### src/clse_pkg.sv
// Shared types and fixed-point constants for the column log-sum-exp block.
package clse_pkg;

  localparam int IFRAC = 30;
  localparam int EXP_TERMS = 14;
  localparam int LOG_TERMS = 10;

  localparam logic [31:0] ONE_Q = 32'h4000_0000;
  localparam logic [31:0] LN2_Q = 32'd744261118;

  // Divider request; width of the dividend to walk through, in bits.
  typedef struct packed {
    logic       start;
    logic [6:0] nbits;
  } div_req_t;

  // 2^30 / (2j+1), truncated, for the odd-power log series.
  function automatic logic [31:0] log_coef(input logic [3:0] j);
    logic [31:0] c;
    case (j)
      4'd0:    c = 32'd1073741824;
      4'd1:    c = 32'd357913941;
      4'd2:    c = 32'd214748364;
      4'd3:    c = 32'd153391689;
      4'd4:    c = 32'd119304647;
      4'd5:    c = 32'd97612893;
      4'd6:    c = 32'd82595524;
      4'd7:    c = 32'd71582788;
      4'd8:    c = 32'd63161283;
      4'd9:    c = 32'd56512727;
      4'd10:   c = 32'd51130563;
      default: c = 32'd0;
    endcase
    return c;
  endfunction

  // ceil(2^s / n) with s = 31 + ceil(log2 n); multiplying and shifting by s gives the
  // exact floor of x / n for any x below 2^31.
  function automatic logic [31:0] recip_mul(input logic [3:0] n);
    logic [31:0] m;
    case (n)
      4'd1:    m = 32'd2147483648;
      4'd2:    m = 32'd2147483648;
      4'd3:    m = 32'd2863311531;
      4'd4:    m = 32'd2147483648;
      4'd5:    m = 32'd3435973837;
      4'd6:    m = 32'd2863311531;
      4'd7:    m = 32'd2454267027;
      4'd8:    m = 32'd2147483648;
      4'd9:    m = 32'd3817748708;
      4'd10:   m = 32'd3435973837;
      4'd11:   m = 32'd3123612579;
      4'd12:   m = 32'd2863311531;
      4'd13:   m = 32'd2643056798;
      4'd14:   m = 32'd2454267027;
      default: m = 32'd0;
    endcase
    return m;
  endfunction

  function automatic logic [5:0] recip_shift(input logic [3:0] n);
    logic [5:0] sh;
    if (n == 4'd1) begin
      sh = 6'd31;
    end else if (n == 4'd2) begin
      sh = 6'd32;
    end else if (n inside {4'd3, 4'd4}) begin
      sh = 6'd33;
    end else if (n inside {[4'd5:4'd8]}) begin
      sh = 6'd34;
    end else begin
      sh = 6'd35;
    end
    return sh;
  endfunction

endpackage

### src/clse_mul.sv
// Registered 32 by 32 unsigned multiplier shared by the sequencer.
module clse_mul
  import clse_pkg::*;
(
  input  logic        clk,
  input  logic        rst_n,
  input  logic        go,
  input  logic [31:0] a,
  input  logic [31:0] b,
  output logic [63:0] prod,
  output logic        done
);

  logic [63:0] prod_r;
  logic        done_r;

  always_ff @(posedge clk) begin
    if (!rst_n) begin
      done_r <= 1'b0;
    end else begin
      done_r <= go;
    end
    prod_r <= 64'(a) * 64'(b);
  end

  assign prod = prod_r;
  assign done = done_r;

endmodule

### src/clse_div.sv
// Restoring divider, one quotient bit per cycle, shared by the sequencer.
module clse_div
  import clse_pkg::*;
(
  input  logic        clk,
  input  logic        rst_n,
  input  div_req_t    req,
  input  logic [63:0] dividend,
  input  logic [31:0] divisor,
  output logic [63:0] quo,
  output logic        done
);

  logic [63:0] q_r;
  logic [31:0] rem_r;
  logic [6:0]  cnt_r;
  logic        done_r;
  logic [33:0] trial;
  logic        ge;

  always_comb begin
    trial = {1'b0, rem_r, q_r[63]} - {2'b00, divisor};
    ge    = !trial[33];
  end

  always_ff @(posedge clk) begin
    if (!rst_n) begin
      cnt_r  <= '0;
      done_r <= 1'b0;
    end else begin
      done_r <= 1'b0;
      if (req.start) begin
        q_r   <= dividend << (7'd64 - req.nbits);
        rem_r <= '0;
        cnt_r <= req.nbits;
      end else if (cnt_r != 7'd0) begin
        rem_r <= ge ? trial[31:0] : {rem_r[30:0], q_r[63]};
        q_r   <= {q_r[62:0], ge};
        cnt_r <= cnt_r - 7'd1;
        if (cnt_r == 7'd1) begin
          done_r <= 1'b1;
        end
      end
    end
  end

  assign quo  = q_r;
  assign done = done_r;

endmodule

### src/column_log_sum_exp_top.sv
// Column log-sum-exp reduction: sequencer around a shared multiplier and divider.
// A log-zero element is skipped; a contributing element goes through a reciprocal range
// reduction by ln 2 and fourteen Horner steps, each two multiplies on the shared
// multiplier. The last element then adds normalization, one 64-bit division and the log
// series. One item at a time; synchronous active-low reset clears the accumulator, flags
// and the sequencer.
module column_log_sum_exp_top
  import clse_pkg::*;
#(
  parameter int FRAC_BITS = 16,
  parameter int ACC_WIDTH = 48
) (
  input  logic               clk,
  input  logic               rst_n,
  input  logic               in_valid,
  output logic               in_stall,
  input  logic signed [31:0] in_element_value,
  input  logic signed [31:0] in_column_shift,
  input  logic               in_is_log_zero,
  input  logic               in_last_in_column,
  output logic               out_valid,
  input  logic               out_stall,
  output logic signed [31:0] out_log_sum,
  output logic               out_column_empty,
  output logic               out_sum_saturated
);

  // Shift between the internal Q30 format and the port format.
  localparam int RS = IFRAC - FRAC_BITS;
  localparam logic [63:0] FRAC_LN2 = 64'(FRAC_BITS) * 64'(LN2_Q);
  localparam logic [64:0] ACC_MAX65 = 65'({ACC_WIDTH{1'b1}});
  localparam logic [6:0]  TOP_P = 7'(ACC_WIDTH - 1);

  // Range reduction: the difference in Q30 is offset by OFFQ * ln 2 so that it stays
  // positive and below 2^(TSH+32). The quotient by ln 2 is estimated from the top 32 bits
  // times a reciprocal; the estimate is at most one short, and one compare fixes it.
  localparam int OFFQ = 1 << (RS + 3);
  localparam int TSH  = RS + 2;
  localparam int QSH  = 59 - RS;
  localparam logic [63:0] T_OFF  = 64'(OFFQ) * 64'(LN2_Q);
  localparam logic [63:0] RINV64 = (64'd1 << 61) / 64'(LN2_Q);
  localparam logic [31:0] RINV   = RINV64[31:0];

  typedef enum logic [3:0] {
    S_IDLE, S_EXP_QEST, S_EXP_REM, S_EXP_FIX, S_EXP_MUL, S_EXP_NDIV, S_EXP_SCALE,
    S_LOG_CHK, S_NORM, S_ZDIV, S_ZSQ, S_LMUL, S_ZY, S_PLN, S_FIN
  } state_t;

  state_t state_r;

  // Item fields held for the whole computation.
  logic signed [31:0]    shift_r;
  logic                  last_r;

  logic [ACC_WIDTH-1:0]  acc_r;
  logic                  sat_r;

  // Exponential working registers.
  logic [63:0]  t_r;
  logic [29:0]  q_r;
  logic [30:0]  r_r;
  logic [31:0]  y_r;
  logic [3:0]   n_r;

  // Log working registers.
  logic [ACC_WIDTH-1:0] x_r;
  logic [6:0]   p_r;
  logic [29:0]  z_r;
  logic [29:0]  w_r;
  logic [3:0]   j_r;
  logic [34:0]  term_r;

  logic signed [31:0] res_sum_r;
  logic               res_empty_r;
  logic               res_sat_r;

  logic               out_valid_r;
  logic signed [31:0] out_log_sum_r;
  logic               out_empty_r;
  logic               out_sat_r;

  // Shared unit requests.
  div_req_t    div_req_r;
  logic [63:0] div_a_r;
  logic [31:0] div_b_r;
  logic        mul_go_r;
  logic [31:0] mul_a_r;
  logic [31:0] mul_b_r;

  logic [63:0] quo;
  logic        div_done;
  logic [63:0] prod;
  logic        mul_done;

  clse_div u_div (
    .clk      (clk),
    .rst_n    (rst_n),
    .req      (div_req_r),
    .dividend (div_a_r),
    .divisor  (div_b_r),
    .quo      (quo),
    .done     (div_done)
  );

  clse_mul u_mul (
    .clk   (clk),
    .rst_n (rst_n),
    .go    (mul_go_r),
    .a     (mul_a_r),
    .b     (mul_b_r),
    .prod  (prod),
    .done  (mul_done)
  );

  // Range reduction operand: (value - shift) in Q30, offset to stay positive.
  logic signed [63:0] diff64;
  logic [63:0]        t_red;

  always_comb begin
    diff64 = 64'(in_element_value) - 64'(in_column_shift);
    t_red  = 64'(diff64 <<< RS) + T_OFF;
  end

  // Scaling of exp(r) by 2^k into the accumulator format, with clipping.
  logic signed [31:0] s_exp;
  logic signed [31:0] sh_neg;
  logic [5:0]         shamt;
  logic [64:0]        v_up;
  logic [32:0]        v_dn;
  logic [64:0]        v_exp;
  logic               v_clip;
  logic [ACC_WIDTH:0] acc_sum;

  always_comb begin
    s_exp  = $signed({2'b00, q_r}) - 32'(OFFQ) - 32'(RS);
    sh_neg = -s_exp;
    shamt  = sh_neg[5:0];
    v_up   = 65'(y_r) << s_exp[5:0];
    v_dn   = (33'(y_r) + (33'd1 << (shamt - 6'd1))) >> shamt;
    v_clip = 1'b0;
    if (!s_exp[31]) begin
      if (s_exp > 32'sd33 || v_up > ACC_MAX65) begin
        v_clip = 1'b1;
        v_exp  = ACC_MAX65;
      end else begin
        v_exp  = v_up;
      end
    end else if (sh_neg > 32'sd31) begin
      v_exp = '0;
    end else begin
      v_exp = 65'(v_dn);
    end
    acc_sum = (ACC_WIDTH+1)'(acc_r) + (ACC_WIDTH+1)'(v_exp[ACC_WIDTH-1:0]);
  end

  // Final combination: ln(sum) + shift, rounded half up and saturated.
  logic signed [63:0] total;
  logic signed [63:0] rounded;
  logic signed [31:0] res_round;

  always_comb begin
    total   = $signed(prod) + $signed(64'(term_r)) - $signed(FRAC_LN2)
              + (64'(shift_r) <<< RS);
    rounded = (total + (64'sd1 <<< (RS - 1))) >>> RS;
    if (rounded > 64'sd2147483647) begin
      res_round = 32'sh7FFF_FFFF;
    end else if (rounded < -64'sd2147483648) begin
      res_round = 32'sh8000_0000;
    end else begin
      res_round = rounded[31:0];
    end
  end

  // The Horner division by n is a multiply by a reciprocal and a shift.
  logic [31:0] ndiv_q;
  logic [31:0] ynew_exp;
  logic [31:0] ynew_log;
  logic [30:0] mant;

  always_comb begin
    ndiv_q   = 32'(prod >> recip_shift(n_r));
    ynew_exp = ONE_Q + ndiv_q;
    ynew_log = log_coef(j_r) + prod[61:30];
    mant     = x_r[ACC_WIDTH-1 -: 31];
  end

  // Quotient estimate, remainder and the one-step correction of the range reduction.
  logic [29:0] q_est;
  logic [63:0] red_rem;
  logic        red_ge;
  logic [30:0] r_fix;
  logic [29:0] q_fix;

  always_comb begin
    q_est   = 30'(prod >> QSH);
    red_rem = t_r - prod;
    red_ge  = ({1'b0, r_r} >= LN2_Q);
    r_fix   = red_ge ? (r_r - 31'(LN2_Q)) : r_r;
    q_fix   = q_r + 30'(red_ge);
  end

  always_ff @(posedge clk) begin
    if (!rst_n) begin
      state_r     <= S_IDLE;
      acc_r       <= '0;
      sat_r       <= 1'b0;
      out_valid_r <= 1'b0;
      div_req_r   <= '0;
      mul_go_r    <= 1'b0;
    end else begin
      div_req_r.start <= 1'b0;
      mul_go_r        <= 1'b0;
      if (out_valid_r && !out_stall) begin
        out_valid_r <= 1'b0;
      end
      case (state_r)
        S_IDLE: begin
          if (in_valid) begin
            shift_r <= in_column_shift;
            last_r  <= in_last_in_column;
            if (!in_is_log_zero) begin
              t_r      <= t_red;
              mul_a_r  <= t_red[TSH +: 32];
              mul_b_r  <= RINV;
              mul_go_r <= 1'b1;
              state_r  <= S_EXP_QEST;
            end else if (in_last_in_column) begin
              state_r <= S_LOG_CHK;
            end
          end
        end
        S_EXP_QEST: begin
          if (mul_done) begin
            q_r      <= q_est;
            mul_a_r  <= 32'(q_est);
            mul_b_r  <= LN2_Q;
            mul_go_r <= 1'b1;
            state_r  <= S_EXP_REM;
          end
        end
        S_EXP_REM: begin
          if (mul_done) begin
            r_r     <= red_rem[30:0];
            state_r <= S_EXP_FIX;
          end
        end
        S_EXP_FIX: begin
          q_r      <= q_fix;
          r_r      <= r_fix;
          y_r      <= ONE_Q;
          n_r      <= 4'(EXP_TERMS);
          mul_a_r  <= ONE_Q;
          mul_b_r  <= {1'b0, r_fix};
          mul_go_r <= 1'b1;
          state_r  <= S_EXP_MUL;
        end
        S_EXP_MUL: begin
          if (mul_done) begin
            mul_a_r  <= prod[61:30];
            mul_b_r  <= recip_mul(n_r);
            mul_go_r <= 1'b1;
            state_r  <= S_EXP_NDIV;
          end
        end
        S_EXP_NDIV: begin
          if (mul_done) begin
            y_r <= ynew_exp;
            if (n_r == 4'd1) begin
              state_r <= S_EXP_SCALE;
            end else begin
              n_r      <= n_r - 4'd1;
              mul_a_r  <= ynew_exp;
              mul_b_r  <= {1'b0, r_r};
              mul_go_r <= 1'b1;
              state_r  <= S_EXP_MUL;
            end
          end
        end
        S_EXP_SCALE: begin
          if (acc_sum[ACC_WIDTH]) begin
            acc_r <= {ACC_WIDTH{1'b1}};
            sat_r <= 1'b1;
          end else begin
            acc_r <= acc_sum[ACC_WIDTH-1:0];
            if (v_clip) begin
              sat_r <= 1'b1;
            end
          end
          state_r <= last_r ? S_LOG_CHK : S_IDLE;
        end
        S_LOG_CHK: begin
          if (acc_r == '0) begin
            res_sum_r   <= 32'sh8000_0000;
            res_empty_r <= 1'b1;
            res_sat_r   <= 1'b0;
            state_r     <= S_FIN;
          end else begin
            x_r     <= acc_r;
            p_r     <= TOP_P;
            state_r <= S_NORM;
          end
        end
        S_NORM: begin
          if (x_r[ACC_WIDTH-1]) begin
            div_a_r   <= 64'(31'(mant - 31'(ONE_Q))) << IFRAC;
            div_b_r   <= 32'(mant) + ONE_Q;
            div_req_r <= '{start: 1'b1, nbits: 7'd64};
            state_r   <= S_ZDIV;
          end else begin
            x_r <= x_r << 1;
            p_r <= p_r - 7'd1;
          end
        end
        S_ZDIV: begin
          if (div_done) begin
            z_r      <= quo[29:0];
            mul_a_r  <= 32'(quo[29:0]);
            mul_b_r  <= 32'(quo[29:0]);
            mul_go_r <= 1'b1;
            state_r  <= S_ZSQ;
          end
        end
        S_ZSQ: begin
          if (mul_done) begin
            w_r      <= prod[59:30];
            j_r      <= 4'(LOG_TERMS - 1);
            mul_a_r  <= log_coef(4'(LOG_TERMS));
            mul_b_r  <= 32'(prod[59:30]);
            mul_go_r <= 1'b1;
            state_r  <= S_LMUL;
          end
        end
        S_LMUL: begin
          if (mul_done) begin
            mul_go_r <= 1'b1;
            mul_a_r  <= ynew_log;
            if (j_r == 4'd0) begin
              mul_b_r <= 32'(z_r);
              state_r <= S_ZY;
            end else begin
              mul_b_r <= 32'(w_r);
              j_r     <= j_r - 4'd1;
            end
          end
        end
        S_ZY: begin
          if (mul_done) begin
            term_r   <= prod[63:29];
            mul_a_r  <= 32'(p_r);
            mul_b_r  <= LN2_Q;
            mul_go_r <= 1'b1;
            state_r  <= S_PLN;
          end
        end
        S_PLN: begin
          if (mul_done) begin
            res_sum_r   <= res_round;
            res_empty_r <= 1'b0;
            res_sat_r   <= sat_r;
            state_r     <= S_FIN;
          end
        end
        S_FIN: begin
          // Wait until the output register is free, then hand off the item.
          if (!out_valid_r || !out_stall) begin
            out_valid_r   <= 1'b1;
            out_log_sum_r <= res_sum_r;
            out_empty_r   <= res_empty_r;
            out_sat_r     <= res_sat_r;
            acc_r         <= '0;
            sat_r         <= 1'b0;
            state_r       <= S_IDLE;
          end
        end
        default: begin
          state_r <= S_IDLE;
        end
      endcase
    end
  end

  assign in_stall          = (state_r != S_IDLE);
  assign out_valid         = out_valid_r;
  assign out_log_sum       = out_log_sum_r;
  assign out_column_empty  = out_empty_r;
  assign out_sum_saturated = out_sat_r;

endmodule
### config.mk
export PLATFORM = sky130hd
export DESIGN_NAME = column_log_sum_exp_top
export DESIGN_NICKNAME = d
export VERILOG_FILES = /design/src/clse_pkg.sv /design/src/clse_mul.sv /design/src/clse_div.sv /design/src/column_log_sum_exp_top.sv
export SDC_FILE = /design/constraint.sdc
export NUM_CORES = 2
export LEC_CHECK = 0
export BUFFER_PORTS_ARGS = -buffer_cell sky130_fd_sc_hd__buf_2
export CAP_MARGIN = 20
export CORE_MARGIN = 4
export CORE_UTILIZATION = 38
export DETAILED_ROUTE_END_ITERATION = 10
export PLACE_DENSITY = 0.62
export SKIP_LAST_GASP = 1
export SLEW_MARGIN = 20
export SYNTH_ARGS = -nofsm -noshare
export SYNTH_HDL_FRONTEND = slang
export SYNTH_SLANG_ARGS = --single-unit
### constraint.sdc
create_clock -name clk -period 19.55 [get_ports clk]
set_clock_uncertainty 0.1 [all_clocks]
set_input_delay 3.91 -clock clk [delete_from_list [all_inputs] [get_ports clk]]
set_output_delay 3.91 -clock clk [all_outputs]
set_load 0.02 [all_outputs]
==> summary.txt <==
STA
  • Max_slew headroom: 19.0%
  • Tmin final: 12390 ps
  • RSZ-0062 raised after global routing: false
  • Slew of the pin with the lowest slew margin: 1180 ps
  • Final max-slew violation count: 0
  • Final hold violation count: 0
  • Final setup violation count: 0
  • Final period util: 63.4%
  • Setup TNS: 0 ps
  • Max frequency: 80.7 MHz

Global routing
  • Initial antenna violation count: 26
  • Largest net degree at the start of global routing: 112
  • Vias in the first global route: 75100
  • Total congestion overflow: 0
  • First-pass GRT wire length: 470 mm
  • Total track usage: 25.6%

Yosys
  • Syn avg cell area: 8.78 sq um
  • Synth Area in Adders: 30.2%
  • Seq/Total Area, Yosys: 23.1%
  • Distinct cells, synth: 96
  • Seq cells post-synth: 739
  • Asr flop ratio synth: 0%
  • Largest family of logic cells by synthesized area: adder cells
  • Synth Area in Compound Gates: 15.1%
  • Post-synthesis mux area share: 2.53%
  • Syn Nets: 11700
  • Cell Area, Synth: 88200 sq um
  • Most used DFF post-synth: edfxtp_1
  • Syn Inst Count: 10000
  • Yosys warnings: 0
  • Number of synthesized flops with an enable pin: 561
  • Post-Synth Simple-Gate Area: 17.0%
  • Xor and xnor area share after synthesis: 3.74%

Die
  • Starting density of the core: 38.3%
  • Full die area: 240000 sq um
  • I/O Pins: 106
  • CORE AREA: 231000 sq um
  • Die width: 490 um
  • Site row count: 176
  • DIE HEIGHT: 490 um

Outcome
  • Status: finished, final reports clean

Critical path
  • CP Launch Type: register
  • Worst path most repeated cell: o21ai_0
  • CP Max Fanout: 52
  • R2R cell count: 34
  • Worst EP required: 20040 ps
  • Crit path max-delay cell type: xnor2_1
  • CP Capture Type: register
  • Crit-path max cell delay: 940 ps
  • Worst EP arrival: 12880 ps
  • CP Class: register to register

Place
  • DPL Wire Length: 231 mm
  • Routability Congestion: 0.945
  • # port buffers: 105

CTS
  • Setup bufs post-CTS: 0
  • Root Buffer: clkbuf_16
  • Clk buf depth: 3
  • Hold buffer count at cts: 0
  • Clk slew on worst S/H paths: 70 ps
  • TritonCTS Buffers: 83
  • CTS Sinks: 739
  • Clock latency on the worst-skew pair: 700 ps
  • CTS tree: done
  • Post-cts resize count: 0
  • CTS HTree Levels: 3

Route
  • Vias per inst: 5.82
  • Vias: 75400
  • WL final: 311 mm
  • DR DRC count: 0
  • First-pass DRT Iterations: 10
  • WL per Instance: 24.0 um
  • DRT iter0 DRCs: 8030
  • Antenna viol nets, final: 0

Hold path
  • Hold Path Stages: 0
  • Worst Hold Class: register to register

Final layout
  • Layout cells sized above 1: 6.23%
  • Commonest non-fill, non-tap cell in the layout: nand2_1
  • Most frequent cells in the layout: nand2_1 (1502), inv_1 (1374), fa_1 (922)
  • Layout Nets: 11500
  • Area Overhead vs Synth: 7.51%

Flow run
  • Max_cap viols: 0
-- registers in the layout, indices dropped and copies added, names as in the netlist, 32 cells and up, named ones only --
signal	count
out_log_sum	32
res_sum_r	32
div_b_r	32
x_r	48
acc_r	48
term_r	35
mul_a_r	32
u_div.rem_r	32
u_mul.prod	64
u_div.quo	64
shift_r	32
mul_b_r	32
y_r	32
-- critical path: cells and delay by family, from the launching register on --
family / cells / cell delay, ps
compound gates: 16 / 5250
simple gates: 9 / 2330
fa+ha+maj: 3 / 1510
buf+inv: 3 / 1220
xor+xnor: 2 / 1110
flops: 1 / 350
mux: 1 / 330
-- path summary, 6_finish.rpt --
check	from	end	slack, ps
worst min register to register	res_sum_r[2]$_SDFFCE_PN0P_	out_log_sum[2]$_DFFE_PP_	310
worst max-delay path	q_r[1]$_DFFE_PP_	acc_r[37]$_SDFFE_PN0P_	7160
worst max register to register	q_r[1]$_DFFE_PP_	acc_r[37]$_SDFFE_PN0P_	7160
worst min-delay path	res_sum_r[2]$_SDFFCE_PN0P_	out_log_sum[2]$_DFFE_PP_	310
-- Yosys cell counts (all sizes together) (88+ instances only) --
cell	n	area (sq um)
nand2	1505	5650
inv	1375	5160
fa	922	18500
ha	652	8160
edfxtp	561	16800
a21oi	542	2710
clkbuf	500	1880
o21ai	447	2240
nor2	440	1650
and2	282	1760
xnor2	229	2010
nand3	226	1130
dfxtp	178	3560
a21o	163	1220
nor3	146	731
xor2	145	1270
o211ai	97	728
mux2i	90	901
a211oi	88	666
nand2b	88	551
nand4	88	557
-- area by class of cell --
class	count	area (sq um)
Antenna cell	11	27.5
Clock buffer	105	2230
Clock inverter	50	533
Fill cell	22700	136000
Inverter	1380	5180
Multi-Input combinational cell	7359	60700
Sequential cell	739	20400
Tap cell	3026	3790
Timing Repair Buffer	289	1920
-- layer usage --
metal / part of all wire, % / track usage (%) / wire (um)
met1: 42 / 35.1 / 130000
met2: 44 / 40.1 / 138000
met3: 9.4 / 4.90 / 29200
met4: 4.4 / 9.83 / 13800
met5: 0.010 / 0 / 31
-- metrics by stage --
stage	instances	instance area, sq um	setup slack (ps)	hold slack (ps)	util (%)
after global placement	12800	92000	7500	306	39.9
after floorplan	10000	88200	9180	300	-
after detailed placement	12800	92000	7340	305	39.9
after global routing	13000	94800	6110	313	41.1
after CTS	12900	94800	7240	309	41.1
final	13000	94800	7160	307	41.1
-- logic make-up after synthesis --
| group | after synthesis |
|---|---|
| and+or+nand+nor | 3201 |
| DFF | 739 |
| AOI/OAI and AO/OA | 2040 |
| muxes | 169 |
| adders and majority gates | 1574 |
| buffers and inverters | 1942 |
| xor gates and xnor gates | 375 |
Power is not shown: default switching activity piles up to over one toggle a cycle in this logic, so the estimate is an artifact.
